==> src/hw/rtl/tswe_pkg.sv <==
`timescale 1ns / 1ps
// ----------------------------------------------------------------------------
// tswe_pkg
// Shared types and constants of the time sliding window expiry block.
// ----------------------------------------------------------------------------
package tswe_pkg;

    localparam int WINDOW_DEPTH = 32;
    localparam int IDX_W        = $clog2(WINDOW_DEPTH);
    localparam int CNT_W        = $clog2(WINDOW_DEPTH + 1);
    localparam int SUM_W        = IDX_W + 1;

    localparam int QUEUE_DEPTH  = 2;
    localparam int QPTR_W       = (QUEUE_DEPTH > 1) ? $clog2(QUEUE_DEPTH) : 1;
    localparam int QCNT_W       = $clog2(QUEUE_DEPTH + 1);

    localparam logic ACT_INSERT    = 1'b0;
    localparam logic ACT_HEARTBEAT = 1'b1;

    typedef enum logic [1:0] {
        KIND_PLUS,
        KIND_MINUS,
        KIND_HEARTBEAT,
        KIND_REJECT
    } kind_t;

    typedef enum logic [2:0] {
        B_IDLE,
        B_EXPIRE,
        B_INSERT,
        B_HEART,
        B_REJECT,
        B_FLUSH
    } back_state_t;

    // classified element handed from front to back
    typedef struct packed {
        logic        action;
        logic [31:0] event_time;
        logic [31:0] tuple_ref;
        logic        rejected;
        logic        exp_en;
        logic [31:0] limit;
        logic [31:0] win;
    } cmd_t;

    typedef struct packed {
        logic [31:0] ev_time;
        logic [31:0] handle;
    } entry_t;

    typedef struct packed {
        logic [CNT_W-1:0] held_count;
    } back_status_t;

endpackage

==> src/hw/rtl/tswe_front.sv <==
`timescale 1ns / 1ps
// ----------------------------------------------------------------------------
// tswe_front
// Accepts stream elements, checks time order and precomputes the expiry limit.
// ----------------------------------------------------------------------------
module tswe_front import tswe_pkg::*;
(
    input  logic        clk,
    input  logic        rst_n,
    input  logic        in_valid,
    output logic        in_stall,
    input  logic        action,
    input  logic [31:0] event_time,
    input  logic [31:0] tuple_ref,
    input  logic        cfg_we,
    input  logic [31:0] cfg_wdata,
    output logic        q_push,
    output cmd_t        q_cmd,
    input  logic        q_full
);

    logic [31:0] window_reg;
    logic [31:0] window_next;
    logic [31:0] lit_reg;
    logic [31:0] lit_next;
    logic [31:0] win_eff;
    logic        rejected;

    // zero window behaves as one
    assign win_eff  = (window_reg == '0) ? 32'd1 : window_reg;
    assign rejected = event_time < lit_reg;
    assign in_stall = q_full;
    assign q_push   = in_valid && !q_full;

    always_comb
    begin
        q_cmd.action     = action;
        q_cmd.event_time = event_time;
        q_cmd.tuple_ref  = tuple_ref;
        q_cmd.rejected   = rejected;
        q_cmd.exp_en     = event_time >= win_eff;
        q_cmd.limit      = event_time - win_eff;
        q_cmd.win        = win_eff;
    end

    always_comb
    begin
        window_next = cfg_we ? cfg_wdata : window_reg;
        lit_next    = (q_push && !rejected) ? event_time : lit_reg;
    end

    always_ff @(posedge clk or negedge rst_n)
    begin
        if (!rst_n)
        begin
            window_reg <= 32'd1;
            lit_reg    <= '0;
        end
        else
        begin
            window_reg <= window_next;
            lit_reg    <= lit_next;
        end
    end

endmodule

==> src/hw/rtl/tswe_queue.sv <==
`timescale 1ns / 1ps
// ----------------------------------------------------------------------------
// tswe_queue
// Short command queue that decouples the front from the back.
// ----------------------------------------------------------------------------
module tswe_queue import tswe_pkg::*;
(
    input  logic clk,
    input  logic rst_n,
    input  logic push,
    input  cmd_t push_data,
    output logic full,
    input  logic pop,
    output cmd_t pop_data,
    output logic valid
);

    cmd_t              slots [QUEUE_DEPTH];
    logic [QPTR_W-1:0] wr_ptr_reg;
    logic [QPTR_W-1:0] wr_ptr_next;
    logic [QPTR_W-1:0] rd_ptr_reg;
    logic [QPTR_W-1:0] rd_ptr_next;
    logic [QCNT_W-1:0] fill_reg;
    logic [QCNT_W-1:0] fill_next;
    logic              do_push;
    logic              do_pop;

    assign full     = fill_reg == QCNT_W'(QUEUE_DEPTH);
    assign valid    = fill_reg != '0;
    assign pop_data = slots[rd_ptr_reg];
    assign do_push  = push && !full;
    assign do_pop   = pop && valid;

    always_comb
    begin
        wr_ptr_next = wr_ptr_reg;
        rd_ptr_next = rd_ptr_reg;
        fill_next   = fill_reg;
        if (do_push)
        begin
            wr_ptr_next = (wr_ptr_reg == QPTR_W'(QUEUE_DEPTH - 1)) ? '0 : wr_ptr_reg + 1'b1;
        end
        if (do_pop)
        begin
            rd_ptr_next = (rd_ptr_reg == QPTR_W'(QUEUE_DEPTH - 1)) ? '0 : rd_ptr_reg + 1'b1;
        end
        if (do_push && !do_pop)
        begin
            fill_next = fill_reg + 1'b1;
        end
        else if (do_pop && !do_push)
        begin
            fill_next = fill_reg - 1'b1;
        end
    end

    always_ff @(posedge clk)
    begin
        if (do_push)
        begin
            slots[wr_ptr_reg] <= push_data;
        end
    end

    always_ff @(posedge clk or negedge rst_n)
    begin
        if (!rst_n)
        begin
            wr_ptr_reg <= '0;
            rd_ptr_reg <= '0;
            fill_reg   <= '0;
        end
        else
        begin
            wr_ptr_reg <= wr_ptr_next;
            rd_ptr_reg <= rd_ptr_next;
            fill_reg   <= fill_next;
        end
    end

endmodule

==> src/hw/rtl/tswe_back.sv <==
`timescale 1ns / 1ps
// ----------------------------------------------------------------------------
// tswe_back
// Executes commands: expires stored tuples, stores inserts, emits heartbeats and rejects.
// ----------------------------------------------------------------------------
module tswe_back import tswe_pkg::*;
(
    input  logic         clk,
    input  logic         rst_n,
    input  logic         q_valid,
    input  cmd_t         q_data,
    output logic         q_pop,
    output logic         out_valid,
    input  logic         out_stall,
    output logic [1:0]   kind,
    output logic [31:0]  out_time,
    output logic [31:0]  out_tuple,
    output logic         last,
    output back_status_t status
);

    back_state_t      state_reg;
    back_state_t      state_next;
    cmd_t             cmd_reg;
    cmd_t             cmd_next;
    logic [IDX_W-1:0] oldest_reg;
    logic [IDX_W-1:0] oldest_next;
    logic [CNT_W-1:0] count_reg;
    logic [CNT_W-1:0] count_next;
    logic [31:0]      lot_reg;
    logic [31:0]      lot_next;

    // one result held back until it is known whether another follows
    logic             pend_valid_reg;
    logic             pend_valid_next;
    kind_t            pend_kind_reg;
    kind_t            pend_kind_next;
    logic [31:0]      pend_time_reg;
    logic [31:0]      pend_time_next;
    logic [31:0]      pend_tuple_reg;
    logic [31:0]      pend_tuple_next;

    logic             out_valid_reg;
    logic             out_valid_next;
    kind_t            out_kind_reg;
    kind_t            out_kind_next;
    logic [31:0]      out_time_reg;
    logic [31:0]      out_time_next;
    logic [31:0]      out_tuple_reg;
    logic [31:0]      out_tuple_next;
    logic             out_last_reg;
    logic             out_last_next;

    entry_t           store_mem [WINDOW_DEPTH];
    entry_t           head_reg;
    entry_t           wr_entry;
    logic             wr_en;
    logic [SUM_W-1:0] tail_sum;
    logic [IDX_W-1:0] tail_idx;

    logic             out_free;
    logic             can_emit;
    logic             expire_now;
    logic             store_full;
    logic             heart_due;
    logic             new_valid;
    kind_t            new_kind;
    logic [31:0]      new_time;
    logic [31:0]      new_tuple;
    logic             load_out;
    logic             load_last;

    assign out_free   = !out_valid_reg || !out_stall;
    assign can_emit   = !pend_valid_reg || out_free;
    assign expire_now = cmd_reg.exp_en && (count_reg != '0)
                        && (head_reg.ev_time <= cmd_reg.limit);
    assign store_full = count_reg == CNT_W'(WINDOW_DEPTH);
    assign heart_due  = lot_reg < cmd_reg.event_time;

    assign tail_sum = SUM_W'(oldest_reg) + SUM_W'(count_reg);
    assign tail_idx = (tail_sum >= SUM_W'(WINDOW_DEPTH))
                      ? IDX_W'(tail_sum - SUM_W'(WINDOW_DEPTH))
                      : IDX_W'(tail_sum);
    assign wr_entry.ev_time = cmd_reg.event_time;
    assign wr_entry.handle  = cmd_reg.tuple_ref;

    always_comb
    begin
        state_next = state_reg;
        case (state_reg)
            B_IDLE:
            begin
                if (q_valid)
                begin
                    state_next = q_data.rejected ? B_REJECT : B_EXPIRE;
                end
            end
            B_EXPIRE:
            begin
                if (!expire_now)
                begin
                    state_next = B_INSERT;
                end
            end
            B_INSERT:
            begin
                if (cmd_reg.action == ACT_HEARTBEAT || can_emit)
                begin
                    state_next = B_HEART;
                end
            end
            B_HEART:
            begin
                if (!heart_due || can_emit)
                begin
                    state_next = B_FLUSH;
                end
            end
            B_REJECT:
            begin
                if (can_emit)
                begin
                    state_next = B_FLUSH;
                end
            end
            B_FLUSH:
            begin
                if (!pend_valid_reg || out_free)
                begin
                    state_next = B_IDLE;
                end
            end
            default:
            begin
                state_next = B_IDLE;
            end
        endcase
    end

    always_comb
    begin
        q_pop           = 1'b0;
        cmd_next        = cmd_reg;
        oldest_next     = oldest_reg;
        count_next      = count_reg;
        lot_next        = lot_reg;
        wr_en           = 1'b0;
        new_valid       = 1'b0;
        new_kind        = KIND_PLUS;
        new_time        = cmd_reg.event_time;
        new_tuple       = '0;
        load_out        = 1'b0;
        load_last       = 1'b0;
        pend_valid_next = pend_valid_reg;
        pend_kind_next  = pend_kind_reg;
        pend_time_next  = pend_time_reg;
        pend_tuple_next = pend_tuple_reg;

        case (state_reg)
            B_IDLE:
            begin
                if (q_valid)
                begin
                    q_pop    = 1'b1;
                    cmd_next = q_data;
                end
            end
            B_EXPIRE:
            begin
                if (expire_now && can_emit)
                begin
                    new_valid   = 1'b1;
                    new_kind    = KIND_MINUS;
                    new_time    = head_reg.ev_time + cmd_reg.win;
                    new_tuple   = head_reg.handle;
                    lot_next    = new_time;
                    oldest_next = (oldest_reg == IDX_W'(WINDOW_DEPTH - 1))
                                  ? '0 : oldest_reg + 1'b1;
                    count_next  = count_reg - 1'b1;
                end
            end
            B_INSERT:
            begin
                if (cmd_reg.action == ACT_INSERT && can_emit)
                begin
                    new_valid = 1'b1;
                    if (store_full)
                    begin
                        new_kind = KIND_REJECT;
                    end
                    else
                    begin
                        new_kind   = KIND_PLUS;
                        new_tuple  = cmd_reg.tuple_ref;
                        wr_en      = 1'b1;
                        count_next = count_reg + 1'b1;
                        lot_next   = cmd_reg.event_time;
                    end
                end
            end
            B_HEART:
            begin
                if (heart_due && can_emit)
                begin
                    new_valid = 1'b1;
                    new_kind  = KIND_HEARTBEAT;
                    lot_next  = cmd_reg.event_time;
                end
            end
            B_REJECT:
            begin
                if (can_emit)
                begin
                    new_valid = 1'b1;
                    new_kind  = KIND_REJECT;
                end
            end
            B_FLUSH:
            begin
                if (pend_valid_reg && out_free)
                begin
                    load_out        = 1'b1;
                    load_last       = 1'b1;
                    pend_valid_next = 1'b0;
                end
            end
            default:
            begin
            end
        endcase

        // a new result pushes the held one out, which then cannot be last
        if (new_valid)
        begin
            if (pend_valid_reg)
            begin
                load_out = 1'b1;
            end
            pend_valid_next = 1'b1;
            pend_kind_next  = new_kind;
            pend_time_next  = new_time;
            pend_tuple_next = new_tuple;
        end

        out_valid_next = load_out ? 1'b1 : (out_valid_reg && out_stall);
        out_kind_next  = load_out ? pend_kind_reg : out_kind_reg;
        out_time_next  = load_out ? pend_time_reg : out_time_reg;
        out_tuple_next = load_out ? pend_tuple_reg : out_tuple_reg;
        out_last_next  = load_out ? load_last : out_last_reg;
    end

    // store with write-first forwarding so head_reg tracks the oldest slot
    always_ff @(posedge clk)
    begin
        if (wr_en)
        begin
            store_mem[tail_idx] <= wr_entry;
        end
        if (wr_en && tail_idx == oldest_next)
        begin
            head_reg <= wr_entry;
        end
        else
        begin
            head_reg <= store_mem[oldest_next];
        end
    end

    always_ff @(posedge clk)
    begin
        cmd_reg        <= cmd_next;
        pend_kind_reg  <= pend_kind_next;
        pend_time_reg  <= pend_time_next;
        pend_tuple_reg <= pend_tuple_next;
        out_kind_reg   <= out_kind_next;
        out_time_reg   <= out_time_next;
        out_tuple_reg  <= out_tuple_next;
        out_last_reg   <= out_last_next;
    end

    always_ff @(posedge clk or negedge rst_n)
    begin
        if (!rst_n)
        begin
            state_reg      <= B_IDLE;
            oldest_reg     <= '0;
            count_reg      <= '0;
            lot_reg        <= '0;
            pend_valid_reg <= 1'b0;
            out_valid_reg  <= 1'b0;
        end
        else
        begin
            state_reg      <= state_next;
            oldest_reg     <= oldest_next;
            count_reg      <= count_next;
            lot_reg        <= lot_next;
            pend_valid_reg <= pend_valid_next;
            out_valid_reg  <= out_valid_next;
        end
    end

    assign out_valid = out_valid_reg;
    assign kind      = out_kind_reg;
    assign out_time  = out_time_reg;
    assign out_tuple = out_tuple_reg;
    assign last      = out_last_reg;

    assign status.held_count = count_reg;

endmodule

==> src/hw/rtl/time_sliding_window_expiry.sv <==
`timescale 1ns / 1ps
// ----------------------------------------------------------------------------
// time_sliding_window_expiry
// Time based sliding window: expires stored tuples and forwards new ones.
// ----------------------------------------------------------------------------
//   channel  | handshake                | payload
//   ---------+--------------------------+-----------------------------------
//   input    | in_valid / in_stall      | action, event_time, tuple_ref
//   output   | out_valid / out_stall    | kind, out_time, out_tuple, last
//   config   | cfg_we (no wait)         | cfg_wdata -> window_size
//
// The back part's expiry loop retires one stored tuple per cycle while the
// output can take results, bound by the single read port of the tuple store.
// A two-entry command queue lets the front take elements while the back works.
// Reset clears control state only; the tuple store is not cleared.
// out_stall holds the output register; the back waits while it is held.
// ----------------------------------------------------------------------------
module time_sliding_window_expiry import tswe_pkg::*;
(
    input  logic        clk,
    input  logic        rst_n,
    input  logic        in_valid,
    output logic        in_stall,
    input  logic        action,
    input  logic [31:0] event_time,
    input  logic [31:0] tuple_ref,
    output logic        out_valid,
    input  logic        out_stall,
    output logic [1:0]  kind,
    output logic [31:0] out_time,
    output logic [31:0] out_tuple,
    output logic        last,
    input  logic        cfg_we,
    input  logic [31:0] cfg_wdata
);

    logic         q_push;
    logic         q_full;
    logic         q_pop;
    logic         q_valid;
    cmd_t         q_in;
    cmd_t         q_out;
    back_status_t status;

    tswe_front u_front
    (
        .clk        (clk),
        .rst_n      (rst_n),
        .in_valid   (in_valid),
        .in_stall   (in_stall),
        .action     (action),
        .event_time (event_time),
        .tuple_ref  (tuple_ref),
        .cfg_we     (cfg_we),
        .cfg_wdata  (cfg_wdata),
        .q_push     (q_push),
        .q_cmd      (q_in),
        .q_full     (q_full)
    );

    tswe_queue u_queue
    (
        .clk       (clk),
        .rst_n     (rst_n),
        .push      (q_push),
        .push_data (q_in),
        .full      (q_full),
        .pop       (q_pop),
        .pop_data  (q_out),
        .valid     (q_valid)
    );

    tswe_back u_back
    (
        .clk       (clk),
        .rst_n     (rst_n),
        .q_valid   (q_valid),
        .q_data    (q_out),
        .q_pop     (q_pop),
        .out_valid (out_valid),
        .out_stall (out_stall),
        .kind      (kind),
        .out_time  (out_time),
        .out_tuple (out_tuple),
        .last      (last),
        .status    (status)
    );

    a_no_push_when_full: assert property (@(posedge clk) disable iff (!rst_n)
        !(q_push && q_full))
        else $error("command pushed into a full queue");

    a_pop_needs_cmd: assert property (@(posedge clk) disable iff (!rst_n)
        !(q_pop && !q_valid))
        else $error("back took a command from an empty queue");

    a_count_bound: assert property (@(posedge clk) disable iff (!rst_n)
        status.held_count <= CNT_W'(WINDOW_DEPTH))
        else $error("tuple store over capacity");

    a_no_tuple_on_hb: assert property (@(posedge clk) disable iff (!rst_n)
        out_valid && (kind == KIND_HEARTBEAT || kind == KIND_REJECT) |-> out_tuple == '0)
        else $error("heartbeat or reject result carries a tuple");

endmodule

==> config.mk <==
export PLATFORM = sky130hd
export DESIGN_NAME = time_sliding_window_expiry
export DESIGN_NICKNAME = d
export VERILOG_FILES = /design/src/hw/rtl/tswe_pkg.sv /design/src/hw/rtl/tswe_front.sv /design/src/hw/rtl/tswe_queue.sv /design/src/hw/rtl/tswe_back.sv /design/src/hw/rtl/time_sliding_window_expiry.sv
export SDC_FILE = /design/constraint.sdc
export NUM_CORES = 2
export LEC_CHECK = 0
export ABC_CLOCK_PERIOD_IN_PS = 9400
export BUFFER_PORTS_ARGS = -buffer_cell sky130_fd_sc_hd__buf_2
export CAP_MARGIN = 15
export CORE_ASPECT_RATIO = 0.5
export CORE_MARGIN = 2
export CORE_UTILIZATION = 50
export DETAILED_ROUTE_END_ITERATION = 6
export PLACE_DENSITY_LB_ADDON = 0.25
export SLEW_MARGIN = 20
export SYNTH_ARGS = -nofsm -noshare
export SYNTH_HDL_FRONTEND = slang
export SYNTH_SLANG_ARGS = --single-unit
==> constraint.sdc <==
create_clock -name clk -period 9.4 [get_ports clk]
set_input_delay 1.41 -clock clk [delete_from_list [all_inputs] [get_ports clk]]
set_output_delay 1.41 -clock clk [all_outputs]
set_load 0.02 [all_outputs]
==> summary.txt <==
Power
  • Reg power frac: 45.2%
  • Cell Pwr Density: 304 nW/um2
  • Combinational share of power: 28.4%
  • Clock share of power: 26.4%
  • Pint: 25.3 mW
  • Sw Share: 30.9%
  • Max IR drop VDD: 0.290 mV
  • Net Sw Power: 11.3 mW
  • Leakage: 39.8 nW

STA
  • Fmax: 137 MHz
  • Tmin final: 7.28 ns
  • Final Max Slew Viols: 0
  • TNS Setup: 0 ns
  • Worst relative slew slack: 22.9%
  • Unrepaired setup endpoints after global routing: false
  • Slew @ Worst Pin: 1.15 ns
  • # setup viols final: 0
  • Clk_skew: 0.0817 ns
  • Final period utilization: 77.5%
  • Final hold violation count: 0

Logic synthesis
  • Register area share after synthesis: 74.4%
  • Synthesized area: 108000 um2
  • Cell count after synthesis: 5313
  • Cell with the most instances after synthesis: edfxtp_1
  • Area share of the largest cell type after synthesis: 71.6%
  • Unique masters post-synth: 80
  • Post-Syn Area per Cell: 20.3 um2
  • Syn. warnings: 0
  • Syn_nets: 5587
  • Post-synth top cells: edfxtp_1, mux4_2, nand2_1
  • EDFF count, synth: 2573
  • Synth area leaders: edfxtp_1, mux4_2, dfrtp_1
  • Main synth FF type: edfxtp_1
  • Biggest area consumer among synthesized cells: edfxtp_1
  • Post-synth ARST share: 4.31%
  • #FFs+latches synth: 2694

Global routing
  • Met3 usage: 3.51%
  • Total global-route track usage: 24.4%
  • Largest net degree at the start of global routing: 136
  • Grt met1 use: 35.4%
  • Met2 Usage GRT: 39.5%
  • GRT busiest layer: met2
  • First-pass GRT wire length: 385 mm
  • Vias in the first global route: 54400
  • Initial antenna violation count: 2
  • Total gr overflow: 0

Placement
  • Buffers on Ports: 170
  • HPWL after DPL: 145 mm
  • Placed inst area: 113000 um2
  • Placer congestion estimate: 0.927

CTS
  • Clk_lat worst skew: 0.89 ns
  • Clk slew on worst S/H paths: 0.07 ns
  • Max Root-Sink Buffers: 4
  • TritonCTS clock tree: yes
  • Clock Sinks: 2694
  • CTS H-tree depth: 4
  • Clock root buffer master: clkbuf_16
  • Post-CTS Setup Bufs: 0
  • Cts repair resizes: 0
  • CTS Buf Count: 236
  • # hold bufs at CTS: 0

Critical path
  • CP bufs+invs: 2
  • Setup Crit Path Kind: reg -> reg
  • Crit-path max cell delay: 0.92 ns
  • Arrival time at the worst endpoint: 7.82 ns
  • CP delay by family, top: simple AND/OR/NAND/NOR gates
  • Worst Path Required: 9.94 ns
  • Critical Path Sink Type: register
  • Startpoint class of the critical path: register
  • Maximum fanout along the worst path: 50
  • Crit-path slowest cell: dfxtp_4
  • Worst r2r path cells: 14
  • Crit. path cell count: 14
  • Crit-path cells: buf_4 -> mux4_2 -> mux4_2 -> mux2_2 -> ha_1 -> nand4_1 -> nor4_1 -> and2_1 -> a21oi_1 -> a211oi_2 -> nand2_1 -> nand3_1 -> and3_4 -> buf_4

Final layout
  • Largest register FFs: 2048
  • Number of filler cells placed in the layout: 15700
  • Share of cells above drive strength 1: 27.4%
  • Layout area overhead: 11.8%
  • Final #Nets: 5845
  • Final instance area: 121000 um2
  • Area used by multi-input combinational logic: 26200 um2
  • Register Area: 80300 um2

Routing
  • Initial drt markers: 6389
  • Drt pass-1 iters: 6
  • Via Count: 54200
  • Drc violations: 0
  • WL/cell: 31.1 um
  • Post-DRT Antenna Nets: 0
  • Routed wire length: 269 mm
  • DR vias/cell: 6.27

Min path
  • Hold WC Path Type: reg -> reg
  • Hold Crit Depth: 0

Floorplanning
  • Core Region: 214000 um2
  • Die Wd: 661 um
  • Ports: 171
  • Die area: 220000 um2
  • Num rows: 120
  • Initial Util: 50.4%
  • Die Ht: 333 um

Outcome
  • Outcome: finished, final reports clean

Run
  • Max-cap viol count: 0
routing by layer:
layer  share of wire (%)  wire length [um]
met1                  42            112000
met2                  48            130000
met3                 7.5             20100
met4                 2.3              6130
met5                   0                 0
worst register-to-register path: stages (launching register included):
cell and delay (ns):
dfxtp_4 0.92, buf_4 0.68, mux4_2 0.61, mux4_2 0.47
mux2_2 0.36, ha_1 0.34, nand4_1 0.21, nor4_1 0.87
and2_1 0.24, a21oi_1 0.07, a211oi_2 0.30, nand2_1 0.28
nand3_1 0.20, and3_4 0.85, buf_4 0.55
area by class of cell:
class                           instances  share of cell area, %
Sequential cell                      2694                   66.5
Multi-Input combinational cell       2185                   21.7
Clock buffer                          281                   5.14
Tap cell                             2867                   2.97
Timing Repair Buffer                  296                   1.91
Clock inverter                        154                   1.22
Inverter                              158                  0.496
Antenna cell                            1                0.00207
through the flow:
stage	power, mW	hold slack, ns	utilization, %	worst slack, ns	std cells
2_1_floorplan	23.8	0.400	-	1.57	5313
3_3_place_gp	26.8	0.403	52.5	2.04	8177
3_5_place_dp	27.1	0.406	52.6	2.00	8179
4_1_cts	36.7	0.380	56.1	1.97	8614
5_1_grt	38.1	0.397	56.3	1.61	8635
6_report	36.7	0.374	56.3	2.12	8636
worst paths after layout:
kind,from,endpoint,slack (ns)
max,register,u_back.out_tuple[15],2.12
min reg2reg,u_back.pend_time_reg[28],u_back.out_time[28],0.37
max reg2reg,register,u_back.out_tuple[15],2.12
min,u_back.pend_time_reg[28],u_back.out_time[28],0.37
min in group asynchronous,rst_n,u_front.lit_reg[29],0.67
max in group asynchronous,rst_n,u_queue.rd_ptr_reg,6.99
kinds of logic (layout without fill, tap and decap cells):
family	count (synthesis)	count (layout)	synth area share, %
flops	2694	2694	74.4
fa+ha+maj	172	172	2.02
simple gates	546	546	2.38
compound gates	512	512	3.16
mux	886	886	15.9
xor+xnor	69	69	0.560
buf+inv	434	889	1.64
other cells	0	1	0
layout by cell type, fill, tap and decap left out, drive strengths merged, types with 7 or more instances in the layout:
cell	n
o21bai	10
or3	10
a21o	46
dfrtp	115
nand2b	9
o21ai	155
bufinv	27
nand2	223
inv	163
mux2i	48
clkbuf	282
nor2	95
a21oi	106
xor2	22
nand4	58
nor3	25
a31oi	11
o21a	14
o31ai	16
a211oi	14
o211ai	48
a41oi	7
nor2b	9
mux2	199
ha	168
nor4	15
clkinvlp	9
mux4	639
edfxtp	2573
and3	12
buf	295
nand3	62
o221a	31
xnor2	47
clkinv	113
a21boi	9
power groups by stage:
stage / logic (mW) / registers [mW] / clock network (mW)
6_report: 10.4 / 16.6 / 9.70
5_1_grt: 11.1 / 16.7 / 10.3
4_1_cts: 10.1 / 16.8 / 9.84
3_5_place_dp: 10.1 / 17.0 / 0
3_3_place_gp: 9.88 / 16.9 / 0
2_1_floorplan: 7.20 / 16.5 / 0
No activity file was read; power rests on OpenSTA's default activity.
